$ cat config.mk
export PLATFORM = sky130hd
export DESIGN_NAME = nmea_sentence_framer_xor_check
export DESIGN_NICKNAME = d
export VERILOG_FILES = /design/src/hw/rtl/nsf_pkg.sv /design/src/hw/rtl/nmea_sentence_framer_xor_check.sv /design/src/hw/rtl/nsf_in_reg.sv /design/src/hw/rtl/nsf_parser.sv /design/src/hw/rtl/nsf_out_reg.sv
export VERILOG_INCLUDE_DIRS = /design/src /design/src/hw/rtl
export SDC_FILE = /design/constraint.sdc
export NUM_CORES = 1
export LEC_CHECK = 0
export BUFFER_PORTS_ARGS = -buffer_cell sky130_fd_sc_hd__buf_2
export CELL_PAD_IN_SITES_DETAIL_PLACEMENT = 2
export CELL_PAD_IN_SITES_GLOBAL_PLACEMENT = 2
export CORE_MARGIN = 2
export CORE_UTILIZATION = 38
export CTS_CLUSTER_DIAMETER = 150
export DETAILED_ROUTE_END_ITERATION = 16
export GPL_TIMING_DRIVEN = 0
export PLACE_DENSITY = 0.82
export REMOVE_ABC_BUFFERS = 1
export SYNTH_ARGS = -nofsm -noshare
export SYNTH_HDL_FRONTEND = slang
export SYNTH_HIERARCHICAL = 1
export SYNTH_SLANG_ARGS = --single-unit
$ cat constraint.sdc
create_clock -name i_clk -period 4.35 [get_ports i_clk]
set_input_delay 1.305 -clock i_clk [delete_from_list [all_inputs] [get_ports i_clk]]
set_output_delay 1.305 -clock i_clk [all_outputs]
set_load 0.1 [all_outputs]
$ cat src/hw/rtl/nmea_sentence_framer_xor_check_defines.svh
// Assertion macros for the NMEA sentence framer.
`ifndef NMEA_SENTENCE_FRAMER_XOR_CHECK_DEFINES_SVH
`define NMEA_SENTENCE_FRAMER_XOR_CHECK_DEFINES_SVH

`ifndef SYNTHESIS

`define NSF_ASSERT_ALWAYS(label, expr, msg) \
    label: assert property (@(posedge i_clk) disable iff (!i_rst_n) (expr)) else $error(msg);

`define NSF_ASSERT_NEXT(label, ante, cons, msg) \
    label: assert property (@(posedge i_clk) disable iff (!i_rst_n) (ante) |=> (cons)) \
        else $error(msg);

`else

`define NSF_ASSERT_ALWAYS(label, expr, msg)

`define NSF_ASSERT_NEXT(label, ante, cons, msg)

`endif

`endif

$ cat src/hw/rtl/nsf_pkg.sv
// Shared types, constants and helpers for the NMEA sentence framer.
package nsf_pkg;

    localparam int unsigned MAX_FRAME_LEN = 128;

    localparam logic [31:0] TAG_RESET         = 32'h5047414D;
    localparam logic [3:0]  FIELD_COUNT_RESET = 4'd14;

    localparam logic [7:0] CH_DOLLAR = 8'h24;
    localparam logic [7:0] CH_COMMA  = 8'h2C;
    localparam logic [7:0] CH_STAR   = 8'h2A;
    localparam logic [7:0] CH_CR     = 8'h0D;
    localparam logic [7:0] CH_LF     = 8'h0A;

    localparam logic [0:0] CFG_TAG         = 1'b0;
    localparam logic [0:0] CFG_FIELD_COUNT = 1'b1;

    localparam logic [2:0] ERR_NONE      = 3'd0;
    localparam logic [2:0] ERR_TAG       = 3'd1;
    localparam logic [2:0] ERR_DELIM     = 3'd2;
    localparam logic [2:0] ERR_CHECKSUM  = 3'd3;
    localparam logic [2:0] ERR_NO_CR     = 3'd4;
    localparam logic [2:0] ERR_NO_LF     = 3'd5;
    localparam logic [2:0] ERR_TOO_LONG  = 3'd6;
    localparam logic [2:0] ERR_RESTARTED = 3'd7;

    typedef struct packed {
        logic [7:0] echo_byte;
        logic [3:0] field_number;
        logic       in_field;
        logic       frame_end;
        logic       frame_good;
        logic [2:0] error_code;
    } t_result;

    // {bad, value}: bad is set for anything but 0-9 or A-F
    function automatic logic [4:0] hex_decode(input logic [7:0] c);
        logic [4:0] r;
        r = 5'h10;
        if (c >= 8'h30 && c <= 8'h39) begin
            r = {1'b0, c[3:0]};
        end else if (c >= 8'h41 && c <= 8'h46) begin
            r = {1'b0, c[3:0] + 4'd9};
        end
        return r;
    endfunction

endpackage

$ cat src/hw/rtl/nmea_sentence_framer_xor_check.sv
// Top level of the NMEA sentence framer with XOR checksum check.
//
//  channel   handshake            payload
//  ------    ---------            -------
//  input     i_valid / o_ready    i_in_byte
//  result    o_valid / i_ready    o_echo_byte .. o_error_code
//  config    i_cfg_we             i_cfg_index, i_cfg_data
//
// One request per cycle sustained while i_ready holds; each passes the input register, then the result register.
// Parser state advances only when a character moves into the result register.
// A stalled consumer backs up the two registers, then drops o_ready.
// Synchronous active-low reset restores default tag and field count and idles the parser.
module nmea_sentence_framer_xor_check (
    input  logic        i_clk,
    input  logic        i_rst_n,
    input  logic        i_valid,
    output logic        o_ready,
    input  logic [7:0]  i_in_byte,
    output logic        o_valid,
    input  logic        i_ready,
    output logic [7:0]  o_echo_byte,
    output logic [3:0]  o_field_number,
    output logic        o_in_field,
    output logic        o_frame_end,
    output logic        o_frame_good,
    output logic [2:0]  o_error_code,
    input  logic        i_cfg_we,
    input  logic [0:0]  i_cfg_index,
    input  logic [31:0] i_cfg_data
);
    import nsf_pkg::*;

    logic       in_valid;
    logic [7:0] in_byte;
    logic       out_ready;
    logic       fire;
    t_result    parse_res;
    t_result    out_res;

    assign fire = in_valid && out_ready;

    nsf_in_reg u_in_reg (
        .i_clk   (i_clk),
        .i_rst_n (i_rst_n),
        .i_valid (i_valid),
        .o_ready (o_ready),
        .i_byte  (i_in_byte),
        .i_take  (out_ready),
        .o_valid (in_valid),
        .o_byte  (in_byte)
    );

    nsf_parser u_parser (
        .i_clk       (i_clk),
        .i_rst_n     (i_rst_n),
        .i_cfg_we    (i_cfg_we),
        .i_cfg_index (i_cfg_index),
        .i_cfg_data  (i_cfg_data),
        .i_fire      (fire),
        .i_byte      (in_byte),
        .o_res       (parse_res)
    );

    nsf_out_reg u_out_reg (
        .i_clk   (i_clk),
        .i_rst_n (i_rst_n),
        .i_valid (in_valid),
        .o_ready (out_ready),
        .i_res   (parse_res),
        .o_valid (o_valid),
        .i_ready (i_ready),
        .o_res   (out_res)
    );

    assign o_echo_byte    = out_res.echo_byte;
    assign o_field_number = out_res.field_number;
    assign o_in_field     = out_res.in_field;
    assign o_frame_end    = out_res.frame_end;
    assign o_frame_good   = out_res.frame_good;
    assign o_error_code   = out_res.error_code;

endmodule

$ cat src/hw/rtl/nsf_in_reg.sv
// Input register: holds one received character until the parser takes it.
module nsf_in_reg (
    input  logic       i_clk,
    input  logic       i_rst_n,
    input  logic       i_valid,
    output logic       o_ready,
    input  logic [7:0] i_byte,
    input  logic       i_take,
    output logic       o_valid,
    output logic [7:0] o_byte
);
    import nsf_pkg::*;

    logic       r_valid;
    logic [7:0] r_byte;

    assign o_ready = !r_valid || i_take;
    assign o_valid = r_valid;
    assign o_byte  = r_byte;

    always_ff @(posedge i_clk) begin
        if (!i_rst_n) begin
            r_valid <= 1'b0;
        end else if (o_ready) begin
            r_valid <= i_valid;
        end
    end

    always_ff @(posedge i_clk) begin
        if (o_ready && i_valid) begin
            r_byte <= i_byte;
        end
    end

endmodule

$ cat src/hw/rtl/nsf_parser.sv
// Sentence parser: configuration, framing state and per-character result logic.
module nsf_parser (
    input  logic                  i_clk,
    input  logic                  i_rst_n,
    input  logic                  i_cfg_we,
    input  logic [0:0]            i_cfg_index,
    input  logic [31:0]           i_cfg_data,
    input  logic                  i_fire,
    input  logic [7:0]            i_byte,
    output nsf_pkg::t_result      o_res
);
    import nsf_pkg::*;

    `include "nmea_sentence_framer_xor_check_defines.svh"

    localparam logic [2:0] PH_IDLE   = 3'd0;
    localparam logic [2:0] PH_TAG    = 3'd1;
    localparam logic [2:0] PH_FIELDS = 3'd2;
    localparam logic [2:0] PH_HEX1   = 3'd3;
    localparam logic [2:0] PH_HEX2   = 3'd4;
    localparam logic [2:0] PH_CR     = 3'd5;
    localparam logic [2:0] PH_LF     = 3'd6;

    localparam logic [7:0] MAX_LEN = 8'(MAX_FRAME_LEN);

    logic [31:0] r_tag;
    logic [3:0]  r_field_count;

    logic [2:0] r_phase,  n_phase;
    logic [2:0] r_tag_pos, n_tag_pos;
    logic [3:0] r_dcnt,   n_dcnt;
    logic [7:0] r_len,    n_len;
    logic [7:0] r_xor,    n_xor;
    logic [3:0] r_hi,     n_hi;

    logic [4:0] nfields;
    logic [4:0] dcnt_inc;
    logic [7:0] want;
    logic [4:0] hex;
    logic       abort;
    t_result    res;

    always_ff @(posedge i_clk) begin
        if (!i_rst_n) begin
            r_tag         <= TAG_RESET;
            r_field_count <= FIELD_COUNT_RESET;
        end else if (i_cfg_we) begin
            unique case (i_cfg_index)
                CFG_TAG:         r_tag         <= i_cfg_data;
                CFG_FIELD_COUNT: r_field_count <= i_cfg_data[3:0];
                default:         r_tag         <= r_tag;
            endcase
        end
    end

    assign nfields  = (r_field_count == 4'd0) ? 5'd1 : {1'b0, r_field_count};
    assign dcnt_inc = {1'b0, r_dcnt} + 5'd1;
    assign hex      = hex_decode(i_byte);

    always_comb begin
        unique case (r_tag_pos[1:0])
            2'd0:    want = r_tag[31:24];
            2'd1:    want = r_tag[23:16];
            2'd2:    want = r_tag[15:8];
            default: want = r_tag[7:0];
        endcase
    end

    always_comb begin
        n_phase   = r_phase;
        n_tag_pos = r_tag_pos;
        n_dcnt    = r_dcnt;
        n_len     = r_len;
        n_xor     = r_xor;
        n_hi      = r_hi;
        abort     = 1'b0;

        res.echo_byte    = i_byte;
        res.field_number = 4'd0;
        res.in_field     = 1'b0;
        res.frame_end    = 1'b0;
        res.frame_good   = 1'b0;
        res.error_code   = ERR_NONE;

        if (i_byte == CH_DOLLAR) begin
            if (r_phase != PH_IDLE) begin
                res.frame_end  = 1'b1;
                res.error_code = ERR_RESTARTED;
            end
            n_phase   = PH_TAG;
            n_tag_pos = 3'd0;
            n_dcnt    = 4'd0;
            n_len     = 8'd1;
            n_xor     = 8'd0;
            n_hi      = 4'd0;
        end else if (r_phase != PH_IDLE && r_len >= MAX_LEN) begin
            res.frame_end  = 1'b1;
            res.error_code = ERR_TOO_LONG;
            abort          = 1'b1;
        end else begin
            if (r_phase != PH_IDLE) begin
                n_len = r_len + 8'd1;
            end
            unique case (r_phase)
                PH_IDLE: begin
                    n_phase = PH_IDLE;
                end
                PH_TAG: begin
                    if (r_tag_pos < 3'd4) begin
                        if (i_byte == want) begin
                            n_xor     = r_xor ^ i_byte;
                            n_tag_pos = r_tag_pos + 3'd1;
                        end else begin
                            res.frame_end  = 1'b1;
                            res.error_code = ERR_TAG;
                            abort          = 1'b1;
                        end
                    end else if (i_byte == CH_COMMA) begin
                        n_xor   = r_xor ^ i_byte;
                        n_dcnt  = 4'd0;
                        n_phase = PH_FIELDS;
                    end else begin
                        res.frame_end  = 1'b1;
                        res.error_code = ERR_DELIM;
                        abort          = 1'b1;
                    end
                end
                PH_FIELDS: begin
                    res.field_number = r_dcnt;
                    if (i_byte == CH_COMMA) begin
                        if (dcnt_inc < nfields) begin
                            n_xor  = r_xor ^ i_byte;
                            n_dcnt = r_dcnt + 4'd1;
                        end else begin
                            res.frame_end  = 1'b1;
                            res.error_code = ERR_DELIM;
                            abort          = 1'b1;
                        end
                    end else if (i_byte == CH_STAR) begin
                        if (dcnt_inc == nfields) begin
                            n_phase = PH_HEX1;
                        end else begin
                            res.frame_end  = 1'b1;
                            res.error_code = ERR_DELIM;
                            abort          = 1'b1;
                        end
                    end else begin
                        res.in_field = 1'b1;
                        n_xor        = r_xor ^ i_byte;
                    end
                end
                PH_HEX1: begin
                    if (!hex[4]) begin
                        n_hi    = hex[3:0];
                        n_phase = PH_HEX2;
                    end else begin
                        res.frame_end  = 1'b1;
                        res.error_code = ERR_DELIM;
                        abort          = 1'b1;
                    end
                end
                PH_HEX2: begin
                    if (hex[4]) begin
                        res.frame_end  = 1'b1;
                        res.error_code = ERR_DELIM;
                        abort          = 1'b1;
                    end else if ({r_hi, hex[3:0]} != r_xor) begin
                        res.frame_end  = 1'b1;
                        res.error_code = ERR_CHECKSUM;
                        abort          = 1'b1;
                    end else begin
                        n_phase = PH_CR;
                    end
                end
                PH_CR: begin
                    if (i_byte == CH_CR) begin
                        n_phase = PH_LF;
                    end else begin
                        res.frame_end  = 1'b1;
                        res.error_code = ERR_NO_CR;
                        abort          = 1'b1;
                    end
                end
                PH_LF: begin
                    res.frame_end = 1'b1;
                    if (i_byte == CH_LF) begin
                        res.frame_good = 1'b1;
                    end else begin
                        res.error_code = ERR_NO_LF;
                    end
                    abort = 1'b1;
                end
                default: begin
                    abort = 1'b1;
                end
            endcase
        end

        if (abort) begin
            n_phase   = PH_IDLE;
            n_tag_pos = 3'd0;
            n_dcnt    = 4'd0;
            n_len     = 8'd0;
            n_xor     = 8'd0;
            n_hi      = 4'd0;
        end
    end

    assign o_res = res;

    always_ff @(posedge i_clk) begin
        if (!i_rst_n) begin
            r_phase   <= PH_IDLE;
            r_tag_pos <= 3'd0;
            r_dcnt    <= 4'd0;
            r_len     <= 8'd0;
            r_xor     <= 8'd0;
            r_hi      <= 4'd0;
        end else if (i_fire) begin
            r_phase   <= n_phase;
            r_tag_pos <= n_tag_pos;
            r_dcnt    <= n_dcnt;
            r_len     <= n_len;
            r_xor     <= n_xor;
            r_hi      <= n_hi;
        end
    end

    `NSF_ASSERT_ALWAYS(a_len_bound, r_len <= MAX_LEN, "frame length past limit")
    `NSF_ASSERT_ALWAYS(a_idle_clean, r_phase != PH_IDLE || ~|{r_len, r_xor}, "idle not cleared")
    `NSF_ASSERT_ALWAYS(a_tag_pos_bound, r_tag_pos <= 3'd4, "tag position past tag")
    `NSF_ASSERT_NEXT(a_end_resets, i_fire && res.frame_end, r_phase <= PH_TAG, "end left busy")

endmodule

$ cat src/hw/rtl/nsf_out_reg.sv
// Result register: holds one parsed result until the consumer takes it.
module nsf_out_reg (
    input  logic             i_clk,
    input  logic             i_rst_n,
    input  logic             i_valid,
    output logic             o_ready,
    input  nsf_pkg::t_result i_res,
    output logic             o_valid,
    input  logic             i_ready,
    output nsf_pkg::t_result o_res
);
    import nsf_pkg::*;

    logic    r_valid;
    t_result r_res;

    assign o_ready = !r_valid || i_ready;
    assign o_valid = r_valid;
    assign o_res   = r_res;

    always_ff @(posedge i_clk) begin
        if (!i_rst_n) begin
            r_valid <= 1'b0;
        end else if (o_ready) begin
            r_valid <= i_valid;
        end
    end

    always_ff @(posedge i_clk) begin
        if (o_ready && i_valid) begin
            r_res <= i_res;
        end
    end

endmodule
# --- Yosys cells after proc, flatten, opt, wreduce, memory -nomap -nowiden ---
# Cells that the tools add are included.
word_totals:
  mem_count: 0
  rom_bits: 0
  inputBits: 46
  word_cells: 183
  output_inout_bits: 20
  ram_bits: 0
  register_bits: 94
  latchBits: 0
classes:
  eq_ne: 33
  mul: 0
  add_sub_neg: 5
  n_reduce_logical: 31
  n_bitwise: 4
  div_mod_pow: 0
  shift: 0
  magnitude_cmp: 7
  n_mux: 86
ops:
  columns: ["operator", "count"]
  rows:
  - ["$mux 8", 13]
  - ["$mux 3", 27]
  - ["$mux 4", 13]
  - ["$pmux 3 s6", 2]
  - ["$eq 8x6->1 const B", 3]
  - ["$ne 4x1->1 const B", 6]
  - ["$pmux 8 s3", 1]
  - ["$mux 1", 19]
  - ["$reduce_bool 3->1", 6]
  - ["$eq 8x4->1 const B", 2]
  - ["$pmux 8 s2", 1]
  - ["$reduce_and 7->1", 2]
  - ["$ne 4x2->1 const B", 3]
  - ["$pmux 1 s6", 2]
  - ["$reduce_and 12->1", 1]
  - ["$mux 2", 5]
  - ["$mux 5", 2]
  - ["$ne 5x3->1 const B", 2]
  - ["$eq 3x3->1 const B", 3]
  - ["$add 8x1->8 const B", 1]
  - ["$eq 8x8->1", 1]
  - ["$ge 8x6->1 const B", 1]
  - ["$ge 8x7->1 const B", 1]
  - ["$ge 8x8->1 const B", 1]
  - ["36 further kinds", 48]

# --- Depth between registers and ports, before layout ---
# Gate-level depths: netlist (run 1).
logic_depth:
  ltp_word: 12
  depth_mapped: 14
  ltp_nobuf: 12

# --- Cells and area by module ---
# The synthesis (run 1) kept the hierarchy.
by_module_without_submodules:
  columns: ["mod", "area_each_um2", "cells_each", "instances", "seq_area_each_um2"]
  rows:
  - ["nsf_parser", 3977.6, 526, 1, 1321.3]
  - ["nsf_out_reg", 598.1, 23, 1, 560.5]
  - ["nsf_in_reg", 297.8, 13, 1, 260.2]
  - ["nmea_sentence_framer_xor_check", 6.3, 1, 1, 0.0]

# --- Worst setup path before layout (run 1) ---
# Ideal clock, no wire load.
synth_path:
  path_kind: "input port to flip-flop"
  startpoint: "input port i_ready"
  endpoint: "register u_parser.r_hi[2]"
  t_arrival_ps: 3031
  n_path_buf: 1
  t_required_ps: 4233
  cell_stages: 7
  path_slack_ps: 1202
  setup_time_ps: 117
  cell_sequence: "nand2b_4 and2_1 inv_1 clkbuf_1 nor4_1 mux2i_1 nor2_1"
synth_via:
  elab_chain_len: 3
synth_lines:
  columns: ["element", "line", "text"]
  rows:
  - ["from (decl)", "nmea_sentence_framer_xor_check.sv:20", "input logic i_ready,"]
  - ["$logic_or 1x1->1", "nsf_out_reg.sv:17", "assign o_ready = !r_valid || i_ready;"]
  - ["$logic_and 1x1->1", "nmea_sentence_framer_xor_check.sv:40", "assign fire = in_valid && out_ready;"]
  - ["named net fire", "nmea_sentence_framer_xor_check.sv:36", "logic fire;"]
  - ["$reduce_and 4->1 (no line)", null, null]
  - ["to (signal assigned)", "nsf_parser.sv:225", "r_hi <= n_hi;"]
  - ["to (decl)", "nsf_parser.sv:34", "logic [3:0] r_hi, n_hi;"]
# The timed path passes the listed nets, and every way through them passes these cells.
# A chain may end at the register's enable or synchronous reset.

# --- Final worst setup path (run 1) ---
layout_path:
  startpoint: "register u_in_reg.r_byte[0] (netlist: u_in_reg/o_byte[0])"
  endpoint: "register u_parser.r_hi[1]"
layout_via:
  elab_chain_len: 12
  elab_cells_between_ends: 36
  classes_between: "1 x add/sub; 4 x order compare; 8 x eq/ne; 19 x mux; 4 x reduce/logical"
layout_lines:
  columns: ["element", "line", "text"]
  rows:
  - ["from (decl)", "nsf_in_reg.sv:15", "logic [7:0] r_byte;"]
  - ["from (signal assigned)", "nsf_in_reg.sv:31", "r_byte <= i_byte;"]
  - ["$ge 8x7->1 / $le 8x7->1 (equally long branches)", "nsf_pkg.sv:42", "end else if (c >= 8'h41 && c <= 8'h46) begin"]
  - ["$logic_and 1x1->1", "nsf_pkg.sv:42", null]
  - ["$mux 5", "nsf_pkg.sv:42", null]
  - ["$mux 5", "nsf_pkg.sv:40", "if (c >= 8'h30 && c <= 8'h39) begin"]
  - ["$ne 8x8->1", "nsf_parser.sv:167", "end else if ({r_hi, hex[3:0]} != r_xor) begin"]
  - ["$mux 1", "nsf_parser.sv:167", null]
  - ["$mux 1", "nsf_parser.sv:163", "if (hex[4]) begin"]
  - ["$pmux 1 s6", "nsf_parser.sv:104", "unique case (r_phase)"]
  - ["$mux 1", "nsf_parser.sv:96", "end else if (r_phase != PH_IDLE && r_len >= MAX_LEN) begin"]
  - ["$mux 1", "nsf_parser.sv:85", "if (i_byte == CH_DOLLAR) begin"]
  - ["$ne 3x3->1 (no line) (tied with other cells)", null, null]
  - ["$reduce_and 4->1 (no line)", null, null]
# Parallel ways exist; a longest one is shown, timed or not. The select of a mux whose other input is x is not followed.

==> results of run 1 <==
## area by class of cell
cell class | instances | area, µm²
flip-flops and latches | 94 | 2140
clock inverters | 7 | 96.3
fillers | 1388 | 6960
clock buffers | 9 | 225
inverters | 27 | 101
repair buffers | 67 | 358
well taps | 172 | 215
multi-input cells | 405 | 2470
## sequential cells by signal (all words and copies together) (netlist names), 4 cells and up
name / cells
u_parser/r_dcnt: 4
u_in_reg/o_byte: 8
u_parser/r_tag: 32
u_parser/r_xor: 8
u_parser/r_len: 8
u_out_reg/o_res: 18
u_parser/r_field_count: 4
u_parser/r_hi: 4
## through the flow
| step | hold slack (ns) | total power, mW | setup slack, ns |
|---|---|---|---|
| after global routing | 0.487 | 2.19 | 0.0775 |
| after CTS | 0.462 | 2.14 | 0.145 |
| after floorplan | 0.436 | 1.17 | 1.19 |
| after global placement | 0.442 | 1.25 | 0.270 |
| final | 0.459 | 2.12 | 0.503 |
| after detailed placement | 0.452 | 1.27 | 0.146 |
## synthesized netlist by cell type, drive strengths merged (7+ instances only)
cell type  instances  area (µm²)
xor2               8        70.1
dfxtp             68        1360
a222oi             8        80.1
clkbuf            23        86.3
nor4               8        56.3
xnor2             13         114
mux2i             10         100
and2              10        67.6
nor2b              8        50.1
and3               8        51.3
nand4              8        50.1
ha                16         200
nor2              41         159
nor3               7        35.0
buf               14        87.6
edfxtp            26         781
a31oi             10        62.6
nand3             29         145
inv               26        97.6
a21oi             46         245
nand2             95         359
o21ai             14        73.8
## worst max path at each step
stage | startpoint | to | slack [ns] | cells past startpoint
after floorplan | i_ready | u_parser/r_hi[2] | 1.19 | 6
after global placement | u_in_reg/o_byte[0] | u_parser/r_hi[0] | 0.27 | 11
after detailed placement | u_in_reg/o_byte[0] | u_parser/r_hi[3] | 0.15 | 11
after CTS | u_in_reg/o_byte[0] | u_parser/r_hi[3] | 0.15 | 11
after global routing | u_in_reg/o_byte[0] | u_parser/r_hi[1] | 0.08 | 11
final | u_in_reg/o_byte[0] | u_parser/r_hi[1] | 0.50 | 11
## kinds of logic after synthesis
group           share of synthesized area [%]
compound gates                           15.7
xor+xnor                                 3.77
fa+ha+maj                                4.10
buf+inv                                  5.64
flops                                    43.9
mux                                      2.28
simple gates                             24.6
## tightest hold or removal path: cells and delay by family (launching register included)
kind             cells  cell delay, ns
flip-flops           1            0.31
AO/OA/AOI/OAI        1            0.05
AND/OR/NAND/NOR      1            0.05
## where the power goes
group          internal, mW  switching (mW)  leakage, nW
registers             0.937          0.0384        0.803
clock network         0.507           0.357        0.160
logic                0.0852           0.190         1.22
total                  1.53           0.586         2.19
## metal layers
layer  track usage [%]  part of all wire, %  up-vias
met1              28.5                   43     2168
li1                  -                    -     2071
met3              3.79                  3.3       18
met5                 0                    0        -
met4              6.40                  1.6        0
met2              41.4                   52       86
## repair_timing
item                                    in CTS  in global routing
hold buffers                                 0                  0
endpoints found under the setup margin       0                 15
resized for setup                            0                  1
==> reports/metrics.cfg, run 1 <==
[floorplanning]
dieArea_mm2 = 0.0138
die_x_um = 117
core-area_mm2 = 0.0126
std_cell_rows = 41
io_pins = 66
die_y_um = 117
start_util_pct = 38.8

[flow_run]
max-cap-violations = 0

[worst_setup_path]
crit_fanout = 13
timing.rr.start = u_in_reg/o_byte[0]
critPathBufInv = 1
crit_required_ns = 4.61
slowest_delay_ns = 0.60
endpoint_kind = register
slowest_stage = edfxtp_1
reg2reg_depth = 11
cpMostUsedCell = nor2_2
r2r_slack_ns = 0.50
crit_chain = inv_1 > ha_1 > nor3b_1 > nor4_2 > nor2_2 > a221o_1 > nor2_2 > nand3_1 > nor2_2 > o21ai_2 > a211oi_1
crit_type = reg -> reg
cp_top_family = simple AND/OR/NAND/NOR gates
arrival_ns = 4.11
start_kind = register
worstReg2RegEnd = u_parser/r_hi[1]

[worst_hold_path]
hold_start = u_parser/r_tag[4]
min_path_type = reg -> reg
whs_endpoint = u_parser/r_tag[4]
holdPathStages = 2

[timing]
tns_ns = 0
max-slew-margin-rel_pct = 22.9
fin_skew_ns = 0.00875
fmax_ghz = 0.260
rsz0062_at_grt = false
finalSetupViolCount = 0
hold_viol_final = 0
drv_slew = 0
min_period_ns = 3.85
worst_pin_slew_ns = 1.15
period_share_pct = 88.4

[global_route]
gr-total-overflow = 0
grt_pass1_wl_mm = 25.6
track_usage_pct = 23.0
grt_max_degree = 36
antenna_found_initial = 0
grt_pass1_vias = 4831

[synth]
yosys_warnings = 6
synth_ff_type = dfxtp_1
synth_cell_types = 70
synth_area_mm2 = 0.00488
avgSynthCellArea_um2 = 8.67
syn_inst = 563
synthArstFlopShare_pct = 0
synth_edf_count = 26
ys_ff_latch = 94
synth_seq_area_share_pct = 43.9

[final_layout]
final_area_mm2 = 0.00561
drive_above_1_share_pct = 17.6
instances_no_fill = 781
area_delta_synth_final_pct = 14.9
final_cell_mix = nand2_1, dfxtp_1, buf_2, a21oi_1, nor2_1
finish.utilization_pct = 44.6
layout_commonest_cell = nand2_1
nets = 666
n_antenna_cell = 0

[drt]
drcViolationCount = 0
via_per_inst = 5.56
ant_nets = 0
routed_wl_mm = 15.2
dr.first_iter.drc_count = 196
wire_per_inst_um = 19.5
vias = 4343
drt-pass1-iter-count = 5

[power]
leakage_nw = 2.19
vdd.ir_drop.worst_mv = 0.138
p_per_area_mw_per_mm2 = 377

[clock_tree]
clk_latency_ns = 0.35
ctsHtreeMaxLevel = 3
post-cts-setup-buffers = 0
cts.sinks = 94
cts.path.max_buffers = 2
numCtsBuffers = 9
cts_root_buffer = clkbuf_16
cts_tree = built
path_clk_slew_ns = 0.07

[run_status]
status = completed

[placement]
placed_cells = 764
portBuffers = 65
globalplace.congestion = 0.829
dp_hpwl_mm = 10.6
place_area_mm2 = 0.00528

Note: power is estimated with default switching activity, not from simulation.
==> run 2: changes to the inputs <==
--- a/config.mk
+++ b/config.mk
@@ -14,6 +14,7 @@
 export CTS_CLUSTER_DIAMETER = 150
 export DETAILED_ROUTE_END_ITERATION = 16
 export GPL_TIMING_DRIVEN = 0
+export HOLD_SLACK_MARGIN = 0.03
 export PLACE_DENSITY = 0.82
 export REMOVE_ABC_BUFFERS = 1
 export SYNTH_ARGS = -nofsm -noshare
==> constraint.sdc (replaced) <==
create_clock -name i_clk -period 4.35 [get_ports i_clk]
set_input_delay 0.2175 -clock i_clk [delete_from_list [all_inputs] [get_ports i_clk]]
set_output_delay 0.2175 -clock i_clk [all_outputs]
set_load 0.1 [all_outputs]
==> run 2 against run 1 <==
Net effect:
- combinational power about the same
- register-to-register slack about the same
- non-clock buffer count rose by 3
- critical path type unchanged
- highest routed layer unchanged
==> reports/metrics.cfg, run 2 (same netlist as run 1, synthesis figures left out) <==
[run_status]
status = completed

[clock_tree]
cts.sinks = 94  ; unchanged
numCtsBuffers = 9  ; unchanged
clk_latency_ns = 0.36  ; about the same
cts.path.max_buffers = 2  ; unchanged
cts_root_buffer = clkbuf_16
ctsHtreeMaxLevel = 3  ; unchanged
path_clk_slew_ns = 0.07  ; about the same
cts_tree = built

[worst_setup_path]
start_kind = register
cpMostUsedCell = nor2_2
crit_required_ns = 4.61  ; about the same
slowest_stage = edfxtp_1
worstReg2RegEnd = u_parser/r_hi[1]
crit_type = reg -> reg
arrival_ns = 4.11  ; about the same
r2r_slack_ns = 0.50  ; about the same
timing.rr.start = u_in_reg/o_byte[0]
reg2reg_depth = 11  ; unchanged
crit_fanout = 13  ; unchanged
endpoint_kind = register
crit_chain = inv_1 > ha_1 > nor3b_1 > nor4_2 > nor2_2 > a221o_1 > nor2_2 > nand3_1 > nor2_2 > o21ai_2 > a211oi_1
slowest_delay_ns = 0.60  ; about the same

[timing]
fin_skew_ns = 0.0119  ; +0.00314 ns
finalSetupViolCount = 0  ; unchanged
fmax_ghz = 0.260  ; about the same
period_share_pct = 88.5  ; about the same
worst_pin_slew_ns = 1.17  ; +0.0232 ns
tns_ns = 0  ; unchanged
rsz0062_at_grt = false
fin_hold_ws_ns = 0.0448  ; -0.414 ns
hold_viol_final = 0  ; unchanged
max-slew-margin-rel_pct = 21.3  ; -1.6 points
drv_slew = 0  ; unchanged
min_period_ns = 3.85  ; +0.00275 ns

[floorplanning]
start_util_pct = 38.8  ; unchanged
io_pins = 66  ; unchanged
die_x_um = 117  ; unchanged
core-area_mm2 = 0.0126  ; unchanged
std_cell_rows = 41  ; unchanged
dieArea_mm2 = 0.0138  ; unchanged
die_y_um = 117  ; unchanged

[global_route]
track_usage_pct = 23.1  ; +0.060 points
antenna_found_initial = 0  ; unchanged
gr-total-overflow = 0  ; unchanged
grt_max_degree = 36  ; unchanged
grt_pass1_vias = 4825  ; -0.12%
grt_pass1_wl_mm = 25.7  ; +0.25%

[power]
leakage_nw = 2.20  ; +0.57%
vdd.ir_drop.worst_mv = 0.137  ; -1.2%
total_power_mw = 2.12  ; +0.27%
p_per_area_mw_per_mm2 = 376  ; -0.27%

[placement]
placed_cells = 764  ; unchanged
dp_hpwl_mm = 10.6  ; unchanged
globalplace.congestion = 0.829  ; unchanged
portBuffers = 65  ; unchanged

[worst_hold_path]
holdPathStages = 1  ; -1
whs_endpoint = u_in_reg/o_byte[5]
min_path_type = in -> reg
hold_start = i_in_byte[5]

[drt]
routed_wl_mm = 15.5  ; +1.5%
drt-pass1-iter-count = 5  ; unchanged
drcViolationCount = 0  ; unchanged
via_per_inst = 5.57  ; +0.17%
ant_nets = 0  ; unchanged
vias = 4367  ; +0.55%
dr.first_iter.drc_count = 187  ; -4.6%
wire_per_inst_um = 19.7  ; +1.1%

[final_layout]
instances_no_fill = 784  ; +0.38%
nets = 669  ; +0.45%
n_antenna_cell = 0  ; unchanged
layout_commonest_cell = nand2_1
largest_register_ff_count = 32  ; unchanged
drive_above_1_share_pct = 17.5  ; -0.086 points
top_register = u_parser/r_tag
area_delta_synth_final_pct = 15.5
final_cell_mix = nand2_1, dfxtp_1, buf_2, a21oi_1, nor2_1

[flow_run]
max-cap-violations = 0  ; unchanged

[run 2: cell count changes in the layout (fill, tap and decap cells not counted), sizes merged]
cell	change
dlygate4sd3	+3
[run 2: power breakdown]
part	internal (mW)	switching (mW)
clock	0.507	0.359
combinational	0.0870	0.192
sequential	0.937	0.0388
[run 2: repair_timing]
item | 4_1_cts | 5_1_grt
setup endpoints to repair | 0 | 15
resized for setup | 0 | 1
hold endpoints to repair | 2 | 1
hold buffers | 2 | 1
setup buffers | 0 | 0
[run 2: stage by stage]
step / setup WS (ns) / instance area (µm²) / util [%]
6_report: 0.500 / 5640 / 44.8
5_1_grt: 0.0353 / 5640 / 44.8
4_1_cts: 0.145 / 5620 / 44.7
3_5_place_dp: 0.146 / 5280 / 42.0
3_3_place_gp: 0.270 / 5250 / 41.7
2_1_floorplan: 1.28 / 4710 / -
[run 2: worst max path at each step]
stage,from,end,depth (start not counted),slack (ns)
3_5_place_dp,u_in_reg/o_byte[0],u_parser/r_hi[3],11,0.15
4_1_cts,u_in_reg/o_byte[0],u_parser/r_hi[3],11,0.15
3_3_place_gp,u_in_reg/o_byte[0],u_parser/r_hi[0],11,0.27
2_1_floorplan,u_in_reg/o_byte[0],u_parser/r_hi[0],11,1.28
5_1_grt,u_in_reg/o_byte[0],u_parser/r_hi[1],11,0.04
6_report,u_in_reg/o_byte[0],u_parser/r_hi[1],11,0.50
[run 2: worst max-delay path, delay by kind of cell (launching register included)]
| kind | cells | cell delay (ns) |
|---|---|---|
| AO/OA/AOI/OAI | 3 | 0.96 |
| adder cells (fa/ha/maj) | 1 | 0.27 |
| buffers and inverters | 1 | 0.18 |
| flip-flops | 1 | 0.60 |
| AND/OR/NAND/NOR | 6 | 1.73 |
[run 2: cell type report]
cell class,instances,area [µm²]
multi-input cells,405,2470
well taps,172,215
fillers,1386,6930
clock buffers,9,225
inverters,27,101
flip-flops and latches,94,2140
clock inverters,7,96.3
repair buffers,70,388
[run 2: layer usage]
metal	track usage (%)	part of all wire (%)	up-vias
met5	0	0	-
met4	6.40	1.2	0
met3	3.79	3.0	14
met2	41.3	52	75
li1	-	-	2079
met1	28.7	43	2199
==> run 3: changes to the inputs <==
--- a/config.mk
+++ b/config.mk
@@ -15,9 +15,10 @@
 export DETAILED_ROUTE_END_ITERATION = 16
 export GPL_TIMING_DRIVEN = 0
 export HOLD_SLACK_MARGIN = 0.03
-export PLACE_DENSITY = 0.82
+export PLACE_DENSITY = 0.89
 export REMOVE_ABC_BUFFERS = 1
 export SYNTH_ARGS = -nofsm -noshare
 export SYNTH_HDL_FRONTEND = slang
 export SYNTH_HIERARCHICAL = 1
 export SYNTH_SLANG_ARGS = --single-unit
+export TNS_END_PERCENT = 50
==> run 3 against run 2 <==
Net effect:
- power shrank 0.36%
- worst setup slack got worse by 0.17 ns
- flip-flop and latch count did not move
- non-clock buffer count decreased by 1
- wire length rose by 9.0%
- count of clock-buffer cells in the layout is 3 higher
- die area unchanged
- register-to-register slack got worse by 0.17 ns
- global-route usage increased by 1.5 points
- clock power decreased by 2%
- clock skew increased by 0.0019 ns
- combinational power increased by 3%
- critical path type unchanged
- critical endpoint unchanged
- largest cell class unchanged
==> reports/metrics.cfg, run 3 (same netlist as run 1, synthesis figures left out) <==
[worst_setup_path]
worstReg2RegEnd = u_parser/r_hi[1]
endpoint_kind = register
arrival_ns = 4.29  ; +0.18 ns
crit_type = reg -> reg
timing.rr.start = u_in_reg/o_byte[0]
crit_required_ns = 4.62  ; about the same
crit_fanout = 13  ; unchanged
reg2reg_depth = 11  ; unchanged
start_kind = register
crit_end = u_parser/r_hi[1]
r2r_slack_ns = 0.33  ; -0.17 ns
crit_start = u_in_reg/o_byte[0]

[drt]
dr.first_iter.drc_count = 236  ; +26%
ant_nets = 0  ; unchanged
drt-pass1-iter-count = 5  ; unchanged
routed_wl_mm = 16.8  ; +9.0%
wire_per_inst_um = 21.5  ; +9.1%
drcViolationCount = 0  ; unchanged
via_per_inst = 5.75  ; +3.3%
vias = 4506  ; +3.2%

[clock_tree]
path_clk_slew_ns = 0.07  ; about the same
cts_root_buffer = clkbuf_16
ctsHtreeMaxLevel = 3  ; unchanged
post-cts-setup-buffers = 0  ; unchanged
cts.sinks = 94  ; unchanged
cts_tree = built
numCtsBuffers = 9  ; unchanged
cts.path.max_buffers = 2  ; unchanged
clk_latency_ns = 0.36  ; about the same

[timing]
fmax_ghz = 0.249  ; -4.1%
fin_hold_ws_ns = 0.0463  ; +0.00146 ns
drv_slew = 0  ; unchanged
rsz0062_at_grt = false
max-slew-margin-rel_pct = 21.7  ; +0.32 points
hold_viol_final = 0  ; unchanged
finalSetupViolCount = 0  ; unchanged
tns_ns = 0  ; unchanged
worst_pin_slew_ns = 1.17  ; -0.00484 ns
period_share_pct = 92.3  ; +3.8 points
min_period_ns = 4.02  ; +0.167 ns
fin_ws_ns = 0.333  ; -0.167 ns
fin_skew_ns = 0.0137  ; +0.00185 ns

[final_layout]
seq_area_mm2 = 0.00214  ; unchanged
multi_input_comb_area_mm2 = 0.00247  ; +0.25%
nets = 668  ; -0.15%
instances_no_fill = 783  ; -0.13%
nFillCells = 1401  ; +1.1%
finish.utilization_pct = 44.8  ; unchanged
final_area_mm2 = 0.00564  ; unchanged
drive_above_1_share_pct = 17.5  ; +0.029 points
area_delta_synth_final_pct = 15.5  ; unchanged
n_antenna_cell = 0  ; unchanged
top_register = u_parser/r_tag
final_cell_mix = nand2_1, dfxtp_1, buf_2, a21oi_1, nor2_1
layout_commonest_cell = nand2_1
largest_register_ff_count = 32  ; unchanged

[floorplanning]
core-area_mm2 = 0.0126  ; unchanged
die_x_um = 117  ; unchanged
die_y_um = 117  ; unchanged
std_cell_rows = 41  ; unchanged
io_pins = 66  ; unchanged
dieArea_mm2 = 0.0138  ; unchanged
start_util_pct = 38.8  ; unchanged

[power]
leakage_nw = 2.20  ; -0.18%
pwr-share-seq_pct = 46.3  ; +0.3 points
intPower_mw = 1.50  ; -1.8%
p_switching_mw = 0.609  ; +3.4%
p_clk_share_pct = 40.2  ; -0.6 points
comb_power_share_pct = 13.5  ; +0.3 points
total_power_mw = 2.11  ; -0.36%
vdd.ir_drop.worst_mv = 0.182  ; +33%
swShare_pct = 28.8  ; +1.0 points
p_per_area_mw_per_mm2 = 375  ; -0.36%

[placement]
dp_hpwl_mm = 11.1  ; +4.6%
place_area_mm2 = 0.00528  ; unchanged
portBuffers = 65  ; unchanged
pre_cts_ws_ns = 0.175  ; +0.0295 ns
globalplace.congestion = 0.873  ; +5.2%
placed_cells = 764  ; unchanged

[flow_run]
max-cap-violations = 0  ; unchanged

[global_route]
gr-total-overflow = 0  ; unchanged
grt_pass1_vias = 4913  ; +1.8%
antenna_found_initial = 0  ; unchanged
grt_pass1_wl_mm = 26.9  ; +4.9%
grt_max_degree = 36  ; unchanged
track_usage_pct = 24.6  ; +1.5 points

[run_status]
status = completed

[worst_hold_path]
min_path_type = in -> reg

run 3: cell count changes in the layout (fill, tap and decap cells not counted), sizes merged:
cell / delta
clkbuf: +3
buf: -1
clkinv: -2
inv: +1
bufinv: -2
run 3: worst min-delay path by stage:
stage | depth (start not counted) | from | to | slack, ns
2_1_floorplan | 1 | i_rst_n | u_parser/r_field_count[1] | 0.29
3_3_place_gp | 1 | i_in_byte[7] | u_in_reg/o_byte[7] | 0.40
3_5_place_dp | 1 | i_in_byte[7] | u_in_reg/o_byte[7] | 0.40
4_1_cts | 1 | i_in_byte[2] | u_in_reg/o_byte[2] | 0.04
5_1_grt | 1 | i_in_byte[1] | u_in_reg/o_byte[1] | 0.03
6_report | 1 | i_in_byte[1] | u_in_reg/o_byte[1] | 0.05
run 3: power groups by stage:
stage	Clock (mW)	Sequential (mW)	Combinational, mW
3_3_place_gp	0	0.990	0.255
5_1_grt	0.906	0.982	0.308
3_5_place_dp	0	0.995	0.273
6_report	0.850	0.978	0.286
2_1_floorplan	0	1.04	0.132
4_1_cts	0.863	0.976	0.283
run 3: timing repair:
item / in CTS / in global routing
hold buffers: 3 / 0
hold endpoints to repair: 3 / 0
setup endpoints to repair: 0 / 13
resized for setup: 0 / 1
run 3: per-layer routing:
| layer | vias to the layer above | GRT usage [%] | routed length, µm |
|---|---|---|---|
| met2 | 117 | 43.9 | 8710 |
| met3 | 27 | 4.28 | 595 |
| met5 | - | 0 | 0 |
| met1 | 2290 | 29.9 | 7150 |
| li1 | 2072 | - | - |
| met4 | 0 | 8.21 | 378 |
run 3: final cells by class:
type | instances | share of cell area [%]
clock buffers | 12 | 5.13
multi-input cells | 405 | 43.9
inverters | 27 | 1.80
clock inverters | 4 | 0.555
flip-flops and latches | 94 | 38.0
repair buffers | 69 | 6.79
well taps | 172 | 3.82
run 3: worst max-delay path, stage by stage (launching register included):
cell and delay (ns):
edfxtp_1 0.63, inv_1 0.18, ha_1 0.27, nor3b_1 0.20, nor4_2 0.59, nor2_2 0.16, nor2_1 0.15, a32oi_1 0.22
a21o_2 0.31, nor2_2 0.58, o21ai_2 0.37, a211oi_1 0.26
